`config.mk`:
```
export PLATFORM = sky130hd
export DESIGN_NAME = random_page_replacement_flat
export DESIGN_NICKNAME = d
export VERILOG_FILES = /design/src/hw/rtl/rpr_pkg.sv /design/src/hw/rtl/rpr_if.sv /design/src/hw/rtl/random_page_replacement.sv /design/src/hw/rtl/rpr_frame_mem.sv /design/src/hw/rtl/rpr_victim_mod.sv /design/src/flat_wrapper.sv
export SDC_FILE = /design/constraint.sdc
export NUM_CORES = 1
export LEC_CHECK = 0
export CORE_UTILIZATION = 50
export DETAILED_ROUTE_END_ITERATION = 7
export DONT_BUFFER_PORTS = 1
export GPL_ROUTABILITY_DRIVEN = 0
export PLACE_DENSITY = 0.76
export SLEW_MARGIN = 20
export SYNTH_ARGS = -nofsm -noshare
export SYNTH_HDL_FRONTEND = slang
export SYNTH_SLANG_ARGS = --single-unit
```
`constraint.sdc`:
```
create_clock -name clock -period 8 [get_ports clock]
set_clock_uncertainty 0.15 [all_clocks]
set_input_delay 0.4 -clock clock [delete_from_list [all_inputs] [get_ports clock]]
set_output_delay 0.4 -clock clock [all_outputs]
set_load 0.01 [all_outputs]
```
`src/hw/rtl/rpr_pkg.sv`:
```
`default_nettype none

package rpr_pkg;

   localparam int REQ_PAGE_W    = 16;
   localparam int FRAME_INDEX_W = 3;
   localparam int FAULT_W       = 16;
   localparam int LFSR_W        = 16;
   localparam int FIU_W         = 4;
   localparam int CSR_INDEX_W   = 1;
   localparam int CSR_DATA_W    = 16;

   localparam logic [FIU_W-1:0]   FIU_RESET  = 4'd8;
   localparam logic [LFSR_W-1:0]  SEED_RESET = 16'd1;
   localparam logic [FAULT_W-1:0] FAULT_MAX  = '1;

   typedef enum logic [CSR_INDEX_W-1:0] {
      CSR_FRAMES_IN_USE = 1'b0,
      CSR_RANDOM_SEED   = 1'b1
   } csr_index_type;

endpackage

`default_nettype wire

```
`src/hw/rtl/rpr_if.sv`:
```
`default_nettype none

interface rpr_req_if
   import rpr_pkg::*;
();
   logic                  valid;
   logic                  ready;
   logic [REQ_PAGE_W-1:0] requested_page;

   modport source (output valid, output requested_page, input ready);
   modport sink   (input valid, input requested_page, output ready);
endinterface

interface rpr_rsp_if
   import rpr_pkg::*;
();
   logic                     valid;
   logic                     ready;
   logic                     hit;
   logic [FRAME_INDEX_W-1:0] frame_index;
   logic [FAULT_W-1:0]       fault_total;

   modport source (output valid, output hit, output frame_index, output fault_total,
                   input ready);
   modport sink   (input valid, input hit, input frame_index, input fault_total,
                   output ready);
endinterface

`default_nettype wire

```
`src/hw/rtl/random_page_replacement.sv`:
```
// Response cases: hit in frame k; a miss that fills an empty frame; a miss with all
// active frames full, which evicts a victim. The scan reads one frame per cycle from the
// page memory, then a 16-step serial remainder picks the victim.
// One request at a time; the next is taken once the previous response is registered.
// Synchronous active-high reset clears valid marks, fault count; LFSR to 1, config to 8.
`default_nettype none

module random_page_replacement
   import rpr_pkg::*;
#(
   parameter int FRAME_COUNT = 8,
   parameter int PAGE_BITS   = 16
) (
   input  wire logic                   clock,
   input  wire logic                   reset,
   input  wire logic                   csr_we,
   input  wire logic [CSR_INDEX_W-1:0] csr_index,
   input  wire logic [CSR_DATA_W-1:0]  csr_wdata,
   rpr_req_if.sink                     req_if,
   rpr_rsp_if.source                   rsp_if
);

   localparam int IDX_W = (FRAME_COUNT > 1) ? $clog2(FRAME_COUNT) : 1;
   localparam int CAP   = (FRAME_COUNT > 15) ? 15 : FRAME_COUNT;
   localparam int CMP_W = (IDX_W > FIU_W) ? IDX_W : FIU_W;
   localparam logic [FIU_W-1:0] N_CAP = FIU_W'(CAP);

   typedef enum logic [1:0] {ST_IDLE, ST_SCAN, ST_DRAW, ST_FINISH} state_type;

   function automatic logic [LFSR_W-1:0] lfsr_next(input logic [LFSR_W-1:0] v);
      logic fb;
      fb = v[0] ^ v[2] ^ v[3] ^ v[5];
      return {fb, v[LFSR_W-1:1]};
   endfunction

   state_type                state_ff;
   logic [FIU_W-1:0]         fiu_ff;
   logic [LFSR_W-1:0]        lfsr_ff;
   logic [FAULT_W-1:0]       fault_ff;
   logic [FRAME_COUNT-1:0]   valid_ff;
   logic [PAGE_BITS-1:0]     page_ff;
   logic [IDX_W-1:0]         idx_ff;
   logic [FIU_W-1:0]         n_ff;
   logic                     empty_found_ff;
   logic [IDX_W-1:0]         empty_idx_ff;
   logic [IDX_W-1:0]         slot_ff;
   logic                     hit_ff;
   logic                     draw_start_ff;
   logic                     rsp_valid_ff;
   logic                     rsp_hit_ff;
   logic [FRAME_INDEX_W-1:0] rsp_frame_ff;
   logic [FAULT_W-1:0]       rsp_fault_ff;

   logic [FIU_W-1:0]     n_act;
   logic                 accept;
   logic                 out_free;
   logic                 match;
   logic                 last;
   logic [FAULT_W-1:0]   fault_in;
   logic [PAGE_BITS-1:0] mem_rdata;
   logic [IDX_W-1:0]     mem_raddr;
   logic                 mem_we;
   logic                 mod_done;
   logic [FIU_W-1:0]     mod_rem;
   logic [LFSR_W-1:0]    seed_in;
   logic                 draw_start_in;
   logic                 rsp_valid_in;

   always_comb begin
      if (fiu_ff == '0) begin
         n_act = FIU_W'(1);
      end else if (fiu_ff > N_CAP) begin
         n_act = N_CAP;
      end else begin
         n_act = fiu_ff;
      end
   end

   assign req_if.ready = (state_ff == ST_IDLE);
   assign accept       = req_if.valid && req_if.ready;
   assign out_free     = !rsp_valid_ff || rsp_if.ready;
   assign match        = valid_ff[idx_ff] && (mem_rdata == page_ff);
   assign last         = CMP_W'(idx_ff) == CMP_W'(n_ff - FIU_W'(1));
   assign fault_in     = (fault_ff == FAULT_MAX) ? fault_ff : fault_ff + 1'b1;
   assign mem_raddr    = (state_ff == ST_IDLE) ? '0 : idx_ff + 1'b1;
   assign mem_we       = (state_ff == ST_FINISH) && out_free && !hit_ff;
   assign seed_in      = (csr_wdata[LFSR_W-1:0] == '0) ? SEED_RESET
                                                       : csr_wdata[LFSR_W-1:0];
   assign draw_start_in = (state_ff == ST_SCAN) && !match && last && !empty_found_ff &&
                          valid_ff[idx_ff];
   assign rsp_valid_in  = ((state_ff == ST_FINISH) && out_free) ||
                          (rsp_valid_ff && !rsp_if.ready);

   rpr_frame_mem #(
      .DEPTH (FRAME_COUNT),
      .WIDTH (PAGE_BITS)
   ) u_frame_mem (
      .clock   (clock),
      .wr_en   (mem_we),
      .wr_addr (slot_ff),
      .wr_data (page_ff),
      .rd_addr (mem_raddr),
      .rd_data (mem_rdata)
   );

   rpr_victim_mod u_victim_mod (
      .clock     (clock),
      .reset     (reset),
      .start     (draw_start_ff),
      .dividend  (lfsr_ff),
      .divisor   (n_ff),
      .done      (mod_done),
      .remainder (mod_rem)
   );

   always_ff @(posedge clock) begin
      if (reset) begin
         state_ff       <= ST_IDLE;
         fiu_ff         <= FIU_RESET;
         lfsr_ff        <= SEED_RESET;
         fault_ff       <= '0;
         valid_ff       <= '0;
         draw_start_ff  <= 1'b0;
         rsp_valid_ff   <= 1'b0;
         empty_found_ff <= 1'b0;
      end else begin
         draw_start_ff <= draw_start_in;
         rsp_valid_ff  <= rsp_valid_in;
         unique case (state_ff)
            ST_IDLE: begin
               if (accept) begin
                  page_ff        <= PAGE_BITS'(req_if.requested_page);
                  idx_ff         <= '0;
                  n_ff           <= n_act;
                  empty_found_ff <= 1'b0;
                  state_ff       <= ST_SCAN;
               end
            end
            ST_SCAN: begin
               if (match) begin
                  slot_ff  <= idx_ff;
                  hit_ff   <= 1'b1;
                  state_ff <= ST_FINISH;
               end else begin
                  if (!valid_ff[idx_ff] && !empty_found_ff) begin
                     empty_found_ff <= 1'b1;
                     empty_idx_ff   <= idx_ff;
                  end
                  if (last) begin
                     hit_ff <= 1'b0;
                     if (empty_found_ff) begin
                        slot_ff  <= empty_idx_ff;
                        state_ff <= ST_FINISH;
                     end else if (!valid_ff[idx_ff]) begin
                        slot_ff  <= idx_ff;
                        state_ff <= ST_FINISH;
                     end else begin
                        state_ff <= ST_DRAW;
                     end
                  end else begin
                     idx_ff <= idx_ff + 1'b1;
                  end
               end
            end
            ST_DRAW: begin
               if (mod_done) begin
                  slot_ff  <= IDX_W'(mod_rem);
                  lfsr_ff  <= lfsr_next(lfsr_ff);
                  state_ff <= ST_FINISH;
               end
            end
            ST_FINISH: begin
               if (out_free) begin
                  rsp_hit_ff   <= hit_ff;
                  rsp_frame_ff <= FRAME_INDEX_W'(slot_ff);
                  rsp_fault_ff <= hit_ff ? fault_ff : fault_in;
                  if (!hit_ff) begin
                     fault_ff          <= fault_in;
                     valid_ff[slot_ff] <= 1'b1;
                  end
                  state_ff <= ST_IDLE;
               end
            end
         endcase
         if (csr_we) begin
            unique case (csr_index_type'(csr_index))
               CSR_FRAMES_IN_USE: fiu_ff  <= csr_wdata[FIU_W-1:0];
               CSR_RANDOM_SEED:   lfsr_ff <= seed_in;
            endcase
         end
      end
   end

   assign rsp_if.valid       = rsp_valid_ff;
   assign rsp_if.hit         = rsp_hit_ff;
   assign rsp_if.frame_index = rsp_frame_ff;
   assign rsp_if.fault_total = rsp_fault_ff;

endmodule

`default_nettype wire

```
`src/hw/rtl/rpr_frame_mem.sv`:
```
`default_nettype none

module rpr_frame_mem #(
   parameter int DEPTH = 8,
   parameter int WIDTH = 16,
   localparam int ADDR_W = (DEPTH > 1) ? $clog2(DEPTH) : 1
) (
   input  wire logic              clock,
   input  wire logic              wr_en,
   input  wire logic [ADDR_W-1:0] wr_addr,
   input  wire logic [WIDTH-1:0]  wr_data,
   input  wire logic [ADDR_W-1:0] rd_addr,
   output logic      [WIDTH-1:0]  rd_data
);

   logic [WIDTH-1:0] mem_ff [DEPTH];
   logic [WIDTH-1:0] rd_data_ff;

   always_ff @(posedge clock) begin
      if (wr_en) begin
         mem_ff[wr_addr] <= wr_data;
      end
      rd_data_ff <= mem_ff[rd_addr];
   end

   assign rd_data = rd_data_ff;

endmodule

`default_nettype wire

```
`src/hw/rtl/rpr_victim_mod.sv`:
```
`default_nettype none

module rpr_victim_mod
   import rpr_pkg::*;
(
   input  wire logic              clock,
   input  wire logic              reset,
   input  wire logic              start,
   input  wire logic [LFSR_W-1:0] dividend,
   input  wire logic [FIU_W-1:0]  divisor,
   output logic                   done,
   output logic      [FIU_W-1:0]  remainder
);

   localparam int CNT_W = $clog2(LFSR_W);

   logic [LFSR_W-1:0] shift_ff;
   logic [FIU_W-1:0]  rem_ff;
   logic [FIU_W-1:0]  div_ff;
   logic [CNT_W-1:0]  cnt_ff;
   logic              busy_ff;
   logic              done_ff;
   logic [FIU_W:0]    trial;
   logic [FIU_W:0]    diff;
   logic [FIU_W-1:0]  rem_in;

   // restoring remainder, one dividend bit per cycle, MSB first
   always_comb begin
      trial  = {rem_ff, shift_ff[LFSR_W-1]};
      diff   = trial - {1'b0, div_ff};
      rem_in = (trial >= {1'b0, div_ff}) ? diff[FIU_W-1:0] : trial[FIU_W-1:0];
   end

   always_ff @(posedge clock) begin
      if (reset) begin
         busy_ff <= 1'b0;
         done_ff <= 1'b0;
      end else begin
         done_ff <= busy_ff && !start && (cnt_ff == '0);
         if (start) begin
            busy_ff  <= 1'b1;
            shift_ff <= dividend;
            div_ff   <= divisor;
            rem_ff   <= '0;
            cnt_ff   <= '1;
         end else if (busy_ff) begin
            rem_ff   <= rem_in;
            shift_ff <= {shift_ff[LFSR_W-2:0], 1'b0};
            cnt_ff   <= cnt_ff - 1'b1;
            if (cnt_ff == '0) begin
               busy_ff <= 1'b0;
            end
         end
      end
   end

   assign done      = done_ff;
   assign remainder = rem_ff;

endmodule

`default_nettype wire

```
`src/flat_wrapper.sv`:
```
// flat-port wrapper written by rule: the top's interface ports become plain ports
module random_page_replacement_flat import rpr_pkg::*;
#(
   parameter int FRAME_COUNT = 8,
   parameter int PAGE_BITS   = 16
)
  (clock, reset, csr_we, csr_index, csr_wdata, req_if_valid, req_if_requested_page, req_if_ready, rsp_if_valid, rsp_if_hit, rsp_if_frame_index, rsp_if_fault_total, rsp_if_ready);
  rpr_req_if req_if_i ();
  rpr_rsp_if rsp_if_i ();
  input  wire logic clock;
  input  wire logic reset;
  input  wire logic csr_we;
  input  wire logic [CSR_INDEX_W-1:0] csr_index;
  input  wire logic [CSR_DATA_W-1:0] csr_wdata;
  input wire logic [$bits(req_if_i.valid)-1:0] req_if_valid;
  input wire logic [$bits(req_if_i.requested_page)-1:0] req_if_requested_page;
  output wire logic [$bits(req_if_i.ready)-1:0] req_if_ready;
  output wire logic [$bits(rsp_if_i.valid)-1:0] rsp_if_valid;
  output wire logic [$bits(rsp_if_i.hit)-1:0] rsp_if_hit;
  output wire logic [$bits(rsp_if_i.frame_index)-1:0] rsp_if_frame_index;
  output wire logic [$bits(rsp_if_i.fault_total)-1:0] rsp_if_fault_total;
  input wire logic [$bits(rsp_if_i.ready)-1:0] rsp_if_ready;
  assign req_if_i.valid = req_if_valid;
  assign req_if_i.requested_page = req_if_requested_page;
  assign req_if_ready = req_if_i.ready;
  assign rsp_if_valid = rsp_if_i.valid;
  assign rsp_if_hit = rsp_if_i.hit;
  assign rsp_if_frame_index = rsp_if_i.frame_index;
  assign rsp_if_fault_total = rsp_if_i.fault_total;
  assign rsp_if_i.ready = rsp_if_ready;
  random_page_replacement #(.FRAME_COUNT(FRAME_COUNT), .PAGE_BITS(PAGE_BITS)) u_core (.clock(clock), .reset(reset), .csr_we(csr_we), .csr_index(csr_index), .csr_wdata(csr_wdata), .req_if(req_if_i), .rsp_if(rsp_if_i));
endmodule
```
==> impl_results.md, run 1 <==
* Post-synth EDFFs at 206
* M2 GR Usage at 0.292
* Relative slew slack at 0.340
* Fraction of registers with async set/reset at 0
* Syn Inst Count at 873
* Worst Hold Class: input port to flop
* Largest net degree at the start of global routing at 56
* Cell variety after synth at 46
* Setup violations, final at 0
* Fin crit period at 2.68 ns
* RSZ-0062 raised after global routing: false
* Worst slack, placed at 5.32 ns
* Iter 0 DRT Violations at 502
* DP HPWL at 12400 µm
* I/O pin count at 60
* Flip-flop and latch count after synthesis at 273
* Core ar. at 21900 µm²
* Via/cell ratio at 5.55
* Setup Fix Bufs, Post-CTS at 0
* Syn Nets at 924
* Die width at 152 µm
* Routed WL at 21300 µm
* Synth Cell Area at 11200 µm²
* Post-route ant nets at 0
* Share of cells above drive strength 1 at 0.113
* ANT cells at 0
* Layout area overhead at 14.2%
* Crit path DAT at 2.96 ns
* Top FF cell, synth: edfxtp_1
* Clock Pin Slew Worst Setup and Hold Paths at 0.06 ns
* MaxCap Viol Count at 0
* CTS tree: yes
* Vias in the first global route at 6599
* Drt pass-1 iters at 5
* Initial antenna violation count at 0
* Wirelength per Cell at 17.6 µm
* Critical path class: flop to flop
* Fin nets at 963
* Syn avg cell area at 12.9 µm²
* Overall global routing resource usage at 0.187
* Synth Warn # at 0
* CTS Sinks at 273
* DR vias at 6732
* Htree depth at 1
* Post-cts hold buffer count at 35
* Peak VDD IR at 0.000188 V
* Slew at the pin closest to its max-slew limit at 0.989 ns
* Clock buffer depth at 3
* Setup ws final at 5.32 ns
* Resize count post-CTS at 0
* Final Hold Fails at 0
* PD cells at 283 nW/µm²
* FP Rows at 54
* FMAX at 373 MHz
* Flop2flop setup slack at 5.32 ns
* IO Port Bufs at 0
* Area of the die at 23100 µm²
* Worst Path Max Fanout at 23
* CTS buffer count at 27
* Area leader, netlist: edfxtp_1
* Die H at 152 µm
* Outcome: finished clean
* Leakage at 0.00444 µW
* Met3 usage at 0.0274
* GRT Residual Overflow at 0
* DRC Markers at 0
* Startpoint Class: flop
* Max Slew Vio Count at 0
* Worst skew pair latency at 0.54 ns
* CP Data Required Time at 8.28 ns
* Synth top area share at 0.551
* Sum Neg Setup Slack at 0 ns
* Clk Tree Root Cell: clkbuf_16
* Period Utilization, post-route at 0.335
* Initial Util at 0.513
* Met1 Usage GRT at 0.267
* Top cells by area, synth: edfxtp_1 (55%), dfxtp_1 (12%), nand2_1 (4.6%), mux4_2 (3.6%), nor2_1 (2.7%)
* Post-synthesis sequential area ratio at 0.670
* Hold_ws at 0.0131 ns
* First-pass GRT wire length at 34500 µm
* GR peak layer: met2
* CP endpoint kind: flop
## sequential cells by signal, summed over array words and instances (netlist names), 8 cells and up
signal and count:
u_core.u_victim_mod.shift_ff 16, u_core.page_ff 16, u_core.u_frame_mem.rd_data 16, u_core.lfsr_ff 16, u_core.valid_ff 8, u_core.rsp_if.fault_total 16
u_core.u_frame_mem.mem_ff 128, u_core.fault_ff 16
## cells in the mapped netlist (12+ instances only)
cell type,instances
nand2b_1,14
nor2_1,80
xnor2_1,18
o21ai_0,16
mux2i_1,12
nand3_1,35
nor3_1,17
nand2_1,138
nor2b_1,14
inv_1,13
clkbuf_1,39
edfxtp_1,206
or2_1,19
xor2_1,29
mux4_2,18
a311oi_1,16
ha_1,12
o21ai_1,26
dfxtp_1,67
## worst max-delay path, stage by stage, from the launching register on
cell     delay, ns
dfxtp_1       0.32
inv_1         0.12
ha_1          0.77
nand2_1       0.60
mux2i_1       0.29
a21oi_1       0.08
or2_1         0.23
## power by group
part | internal, µW | leakage, µW | switching (µW)
sequential | 1640 | 0.00245 | 77.6
clock | 714 | 0.000440 | 519
combinational | 273 | 0.00156 | 408
## path summary, 6_finish.rpt
path,from,endpoint,cells past startpoint
worst min register to register,u_core.valid_ff[7]$_SDFFE_PP0P_,u_core.valid_ff[7]$_SDFFE_PP0P_,2
worst max-delay path,u_core.state_ff[0]$_SDFFE_PP0P_,u_core.lfsr_ff[0]$_SDFF_PP1_,6
worst max register to register,u_core.state_ff[0]$_SDFFE_PP0P_,u_core.lfsr_ff[0]$_SDFF_PP1_,6
worst min-delay path,req_if_valid,u_core.empty_found_ff$_SDFFE_PP0P_,3
## metal layers
layer	part of all wire	vias to the layer above
met1	0.46	3259
met3	0.047	51
met2	0.47	190
met4	0.023	0
met5	0	-
li1	-	3232
## cell type report
cell class                 count  area, µm²
fill                        1700       9070
sequential                   273       7530
multi-input combinational    545       3520
clock buffer                  35        776
timing repair buffer          52        495
tap                          280        350
clock inverter                14        103
inverter                      13       48.8
## cells in the final DEF, fill, tap and decap left out, types with 3 or more instances in the layout
| cell | instances |
|---|---|
| nand3_1 | 35 |
| inv_1 | 13 |
| nor3_1 | 15 |
| mux2_2 | 9 |
| o21ba_1 | 3 |
| and3_1 | 4 |
| edfxtp_1 | 206 |
| nor2_2 | 4 |
| clkinv_2 | 9 |
| or3_1 | 3 |
| buf_4 | 17 |
| xor2_1 | 29 |
| xnor2_1 | 18 |
| a21oi_1 | 10 |
| nor2b_1 | 13 |
| mux2_1 | 10 |
| nand2_1 | 138 |
| a211oi_1 | 5 |
| o21ai_1 | 26 |
| nor4_1 | 8 |
| ha_1 | 12 |
| o21ai_0 | 16 |
| nand2b_1 | 14 |
| nor2_1 | 75 |
| a311oi_1 | 16 |
| dfxtp_1 | 67 |
| clkbuf_16 | 27 |
| mux2i_1 | 12 |
| dlygate4sd3_1 | 34 |
| clkbuf_8 | 7 |
| mux4_2 | 18 |
| nand4_1 | 6 |
| or2_1 | 19 |
| and4_1 | 3 |
## per-stage QoR
stage | instances | utilization | total power (µW) | area, µm²
finish | 1212 | 0.586 | 3630 | 12800
detailed placement | 1128 | 0.529 | 2410 | 11600
floorplan | 873 | - | 2230 | 11200
global route | 1212 | 0.586 | 3790 | 12800
global placement | 1128 | 0.529 | 2380 | 11600
CTS | 1212 | 0.586 | 3650 | 12800
## logic make-up after synthesis
logic type	share of synthesized area
and+or+nand+nor	0.142
adders and majority gates	0.0152
DFF	0.670
AOI/OAI and AO/OA	0.0490
buffers and inverters	0.0189
muxes	0.0679
xor gates and xnor gates	0.0367
Note: power is estimated with default switching activity, not from simulation.
==> run 2, diff against run 1 <==
Clock period 8 ns to 2.7 ns, I/O delays scaled along.
==> impl_results.md, run 2 (same netlist as run 1, synthesis figures left out) <==
* Outcome: finished clean
* Die width at 152 µm (unchanged)
* Share of cells above drive strength 1 at 0.127 (+0.0144)
* CTS buffer count at 27 (unchanged)
* Worst slack, placed at 0.224 ns (-5.10 ns)
* Fin nets at 1000 (+3.8%)
* Biggest register: u_core.u_frame_mem.mem_ff
* Leakage at 0.00463 µW (+4.3%)
* Hold Path Origin: csr_wdata[14]
* FP Rows at 54 (unchanged)
* Reg-to-Reg End: u_core.slot_ff[2]$_DFFE_PP_
* Worst Path Max Fanout at 5 (-78%)
* Slowest CP cell: edfxtp_1
* CTS Sinks at 273 (unchanged)
* Most common cell after layout, fill and taps aside: edfxtp_1
* Worst stage delay on the critical path at 0.42 ns (-0.35 ns)
* Area of the die at 23100 µm² (unchanged)
* Worst skew pair latency at 0.53 ns (about the same)
* Hold depth at 4 (+1)
* Fin crit period at 2.55 ns (-0.134 ns)
* Gate power share at 0.208 (+0.020)
* DP HPWL at 13200 µm (+6.6%)
* Worst Hold End: u_core.lfsr_ff[0]$_SDFF_PP1_
* Period Utilization, post-route at 0.944 (+0.609)
* Psw at 3040 µW (+200%)
* Core ar. at 21900 µm² (unchanged)
* Max Slew Vio Count at 0 (unchanged)
* DR vias at 7025 (+4.4%)
* FMAX at 392 MHz (+5.3%)
* Peak VDD IR at 0.000543 V (+190%)
* Initial Util at 0.513 (unchanged)
* Post-Place Cell Area at 11800 µm² (+1.8%)
* Worst Hold Class: input port to flop
* Commonest cells after routing, fill and taps aside: edfxtp_1 (206), nand2_1 (137), nor2_1 (75), dfxtp_1 (67), dlygate4sd3_1 (49)
* Part of the power in the clock network at 0.328 (-0.012)
* Clock Pin Slew Worst Setup and Hold Paths at 0.06 ns (about the same)
* Via/cell ratio at 5.62 (+1.3%)
* Number of flip-flops in the largest register at 128 (unchanged)
* I/O pin count at 60 (unchanged)
* Launch point of the critical path: u_core.n_ff[0]$_SDFFCE_PP1P_
* Htree depth at 1 (unchanged)
* CP endpoint kind: flop
* Relative slew slack at 0.334 (-0.00606)
* DRC Markers at 0 (unchanged)
* Iter 0 DRT Violations at 584 (+16%)
* Cell mode on critical path: o211ai_1
* Largest net degree at the start of global routing at 60 (+7.1%)
* Sw frac at 0.278 (+0.00118)
* RSZ-0062 raised after global routing: false
* CP Data Required Time at 2.78 ns (-5.50 ns)
* Post-layout util at 0.602 (+0.0158)
* M2 GR Usage at 0.333 (+0.0416)
* MaxCap Viol Count at 0 (unchanged)
* First-pass GRT wire length at 36700 µm (+6.5%)
* Flop2flop setup slack at 0.15 ns (-5.17 ns)
* GR peak layer: met2
* Crit path DAT at 2.63 ns (-0.33 ns)
* Sequential share of power at 0.464 (-0.009)
* Slew at the pin closest to its max-slew limit at 0.998 ns (+0.00907 ns)
* Critical path class: flop to flop
* Placed Cells at 1150 (+2.0%)
* Final Hold Fails at 0 (unchanged)
* Die H at 152 µm (unchanged)
* Met1 Usage GRT at 0.272 (+0.00466)
* Layout area overhead at 17.3%
* Clk Tree Root Cell: clkbuf_16
* PD cells at 831 nW/µm² (+190%)
* Drt pass-1 iters at 5 (unchanged)
* Overall global routing resource usage at 0.200 (+0.0130)
* Non-Filler Instances at 1249 (+3.1%)
* RR Startpoint: u_core.n_ff[0]$_SDFFCE_PP1P_
* Met3 usage at 0.0274 (unchanged)
* GRT Residual Overflow at 0 (unchanged)
* Startpoint Class: flop
* Wirelength per Cell at 18.3 µm (+4.3%)
* Cell Int Power at 7900 µW (+200%)
* Clock buffer depth at 3 (unchanged)
* Initial antenna violation count at 1 (+1)
* Fillers at 1655 (-2.6%)
* Worst path cell trace: inv_1 > ha_1 > xnor2_1 > nor4bb_1 > o211ai_1 > o211ai_1 > and3_1
* Hold_ws at 0.0274 ns (+0.0143 ns)
* Setup violations, final at 0 (unchanged)
* Vias in the first global route at 7057 (+6.9%)
* IO Port Bufs at 0 (unchanged)
* CTS tree: yes
* Routed WL at 22900 µm (+7.5%)
* R2r worst-path depth at 7 (+1)
* Setup ws final at 0.151 ns (-5.17 ns)
* Fin area at 13200 µm² (+2.7%)
* Post-route ant nets at 0 (unchanged)
==> run 2: cell count changes in the layout (fill, tap and decap cells not counted), moves of 2 or more <==
cell,before,now
dlygate4sd3_1,34,49
clkbuf_1,1,7
clkinvlp_4,2,0
clkinv_2,9,6
buf_12,0,3
buf_4,17,36
==> run 2: timing repair <==
item,CTS,global route
resized for setup,0,3
setup endpoints to repair,0,5
hold buffers,50,0
hold endpoints to repair,145,0
setup buffers,0,0
==> run 2: power by group through the flow <==
stage,Combinational (µW),Sequential (µW),Clock (µW)
CTS,2270,5080,3640
detailed placement,2170,5160,0
global route,2510,5110,3780
global placement,2110,5150,0
floorplan,1500,5100,0
finish,2280,5070,3590
==> run 2: per-stage QoR <==
step / setup TNS (ns) / power, µW
final: 0 / 10900
after global routing: 0 / 11400
after CTS: 0 / 11000
after detailed placement: 0 / 7330
after global placement: 0 / 7260
after floorplan: -0.0969 / 6600
==> run 2: area by class of cell <==
cell class	count	area [µm²]	share of cell area
Clock inverter	8	63.8	0.00485
Multi-Input combinational cell	545	3540	0.269
Inverter	13	48.8	0.00371
Tap cell	280	350	0.0266
Timing Repair Buffer	89	848	0.0644
Antenna cell	1	2.50	0.000190
Clock buffer	40	785	0.0596
Sequential cell	273	7530	0.572
==> run 2: worst max-delay path by stage <==
stage | to | depth (start not counted)
after detailed placement | u_core.idx_ff[0]$_SDFFCE_PN0P_ | 7
final | u_core.slot_ff[2]$_DFFE_PP_ | 7
after floorplan | u_core.u_frame_mem.mem_ff[1][0]$_DFFE_PP_ | 6
after CTS | u_core.idx_ff[2]$_SDFFCE_PN0P_ | 7
after global placement | u_core.idx_ff[0]$_SDFFCE_PN0P_ | 4
after global routing | u_core.slot_ff[1]$_DFFE_PP_ | 7
==> run 2: worst max-delay path: cells and delay by family, from the launching register on <==
family,cells,cell delay (ns)
AND/OR/NAND/NOR,2,0.70
AO/OA/AOI/OAI,2,0.47
flip-flops,1,0.42
XOR/XNOR,1,0.24
adder cells (fa/ha/maj),1,0.20
buffers and inverters,1,0.07
==> run 2: per-layer routing <==
layer	up-vias	share of wire
met5	-	0
met4	0	0.021
li1	3294	-
met1	3457	0.43
met2	229	0.49
met3	45	0.057
==> run 3, diff against run 2 <==
Settings changed: PLACE_DENSITY 0.76 to 0.79, RECOVER_POWER from default to 25.
Clock period 2.7 ns to 2.1 ns, I/O delays scaled along.
==> impl_results.md, run 3 (same netlist as run 1, synthesis figures left out) <==
* Outcome: complete, but fails checks
* Failing checks: setup timing
* R2r worst-path depth at 8 (+1)
* Relative slew slack at 0.682 (+0.348)
* Worst path cell trace: xor2_2 > nor4_4 > buf_4 > nand4_1 > o211ai_1 > buf_4 > o2111ai_2 > a22o_1
* Worst Hold End: u_core.lfsr_ff[0]$_SDFF_PP1_
* Clock buffer depth at 3 (unchanged)
* Setup violations, final at 24 (+24)
* Via/cell ratio at 5.74 (+2.0%)
* CTS Sinks at 273 (unchanged)
* PD cells at 1110 nW/µm² (+33%)
* Layout area overhead at 26.1%
* Fin crit period at 2.65 ns (+0.102 ns)
* Overall global routing resource usage at 0.213 (+0.0138)
* Iter 0 DRT Violations at 750 (+28%)
* Htree depth at 1 (unchanged)
* IO Port Bufs at 0 (unchanged)
* Wirelength per Cell at 19.6 µm (+6.8%)
* Reg-to-Reg End: u_core.state_ff[0]$_SDFFE_PP0P_
* Period Utilization, post-route at 1.26 (+0.318)
* Cell mode on critical path: buf_4
* Worst Hold Class: input port to flop
* Non-Filler Instances at 1314 (+5.2%)
* GRT Residual Overflow at 0 (unchanged)
* Hold depth at 4 (unchanged)
* DRC Markers at 0 (unchanged)
* Commonest cells after routing, fill and taps aside: edfxtp_1 (206), nand2_1 (135), nor2_1 (69), buf_4 (66), dfxtp_1 (64)
* Drt pass-1 iters at 5 (unchanged)
* CTS tree: yes
* Setup ws final at -0.550 ns (-0.702 ns)
* Clk Tree Root Cell: clkbuf_16
* Area of the die at 23100 µm² (unchanged)
* Slowest CP cell: edfxtp_1
* Critical path class: flop to flop
* Fin nets at 1063 (+6.3%)
* Slew at the pin closest to its max-slew limit at 0.476 ns (-0.523 ns)
* RSZ-0062 raised after global routing: true
* Register cell area after layout at 7530 µm² (about the same)
* Flop2flop setup slack at -0.55 ns (-0.70 ns)
* DR vias at 7536 (+7.3%)
* CTS buffer count at 27 (unchanged)
* Clock Pin Slew Worst Setup and Hold Paths at 0.06 ns (about the same)
* Number of flip-flops in the largest register at 128 (unchanged)
* Leakage at 0.00502 µW (+8.4%)
* FMAX at 377 MHz (-3.8%)
* Initial Util at 0.513 (unchanged)
* Routed WL at 25700 µm (+12%)
* Die H at 152 µm (unchanged)
* MaxCap Viol Count at 0 (unchanged)
* Die width at 152 µm (unchanged)
* Fillers at 1502 (-9.2%)
* Biggest register: u_core.u_frame_mem.mem_ff
* Post-route ant nets at 0 (unchanged)
* Placed Cells at 1198 (+4.2%)
* Worst stage delay on the critical path at 0.44 ns (+0.02 ns)
* RR Startpoint: u_core.page_ff[8]$_DFFE_PP_
* Max Slew Vio Count at 0 (unchanged)
* Crit path DAT at 2.91 ns (+0.28 ns)
* Vias in the first global route at 7230 (+2.5%)
* Multi-input gate area at 3790 µm² (+6.8%)
* CP endpoint kind: flop
* Startpoint Class: flop
* Post-layout util at 0.647 (+0.0450)
* Hold_ws at 0.0140 ns (-0.0133 ns)
* Worst skew pair latency at 0.55 ns (+0.02 ns)
* CP Data Required Time at 2.36 ns (-0.42 ns)
* Largest net degree at the start of global routing at 60 (unchanged)
* Final Hold Fails at 0 (unchanged)
* Share of cells above drive strength 1 at 0.203 (+0.0762)
* Worst Path Max Fanout at 4 (-1)
* I/O pin count at 60 (unchanged)
* Core ar. at 21900 µm² (unchanged)
* FP Rows at 54 (unchanged)
* DP HPWL at 14400 µm (+9.0%)
* Hold Path Origin: csr_wdata[15]
* First-pass GRT wire length at 38900 µm (+5.9%)
* Initial antenna violation count at 1 (unchanged)
* Most common cell after layout, fill and taps aside: edfxtp_1
* Peak VDD IR at 0.000714 V (+31%)
[run 3: timing repair]
action / 4_1_cts / 5_1_grt
pin swaps: 12 / 20
gates cloned: 0 / 1
buffers inserted: 9 / 12
endpoints found under the setup margin: 30 / 37
endpoints found under the hold margin: 145 / 0
hold buffers: 47 / 0
gates resized for setup: 20 / 28
[run 3: area by class of cell]
type                            count  share of cell area
Antenna cell                        1            0.000177
Inverter                           13             0.00345
Sequential cell                   273               0.532
Timing Repair Buffer              152               0.104
Clock buffer                       40              0.0555
Tap cell                          280              0.0248
Multi-Input combinational cell    545               0.268
Clock inverter                     10              0.0127
[run 3: stage by stage]
stage | setup WS (ns) | total power, µW | setup TNS [ns] | cell area [µm²]
after global routing | -0.582 | 16200 | -7.92 | 14200
after detailed placement | -0.433 | 9820 | -7.25 | 12400
final | -0.550 | 15700 | -6.55 | 14200
after global placement | -0.369 | 9720 | -5.47 | 12400
after floorplan | -0.127 | 8570 | -2.45 | 11400
after CTS | -0.335 | 15400 | -3.80 | 14000
[run 3: metal layers]
metal | vias to the layer above | GRT usage | wire length [µm]
li1 | 3434 | - | -
met1 | 3686 | 0.285 | 10500
met2 | 358 | 0.349 | 12600
met3 | 58 | 0.0371 | 2000
met4 | 0 | 0.0824 | 695
met5 | - | 0 | 0
[run 3: how the worst max path moves through the flow]
stage / end / startpoint / cells after the start
2_1_floorplan: u_core.slot_ff[0]$_DFFE_PP_ / u_core.idx_ff[0]$_SDFFCE_PN0P_ / 6
6_report: u_core.state_ff[0]$_SDFFE_PP0P_ / u_core.page_ff[8]$_DFFE_PP_ / 8
3_3_place_gp: u_core.slot_ff[0]$_DFFE_PP_ / u_core.page_ff[8]$_DFFE_PP_ / 7
4_1_cts: u_core.slot_ff[0]$_DFFE_PP_ / u_core.page_ff[10]$_DFFE_PP_ / 7
5_1_grt: u_core.state_ff[0]$_SDFFE_PP0P_ / u_core.page_ff[5]$_DFFE_PP_ / 7
3_5_place_dp: u_core.slot_ff[1]$_DFFE_PP_ / u_core.page_ff[8]$_DFFE_PP_ / 7
[run 3: report_power, final]
part           switching, µW  internal, µW  total (µW)
clock                   1990          3200        5190
sequential               248          6240        6490
combinational           2150          1850        4000
[run 3: worst max-delay path: cells and delay by family, from the launching register on]
family | cells | cell delay [ns]
compound gates | 3 | 0.77
xor+xnor | 1 | 0.19
buf+inv | 2 | 0.38
flops | 1 | 0.44
simple gates | 2 | 0.59
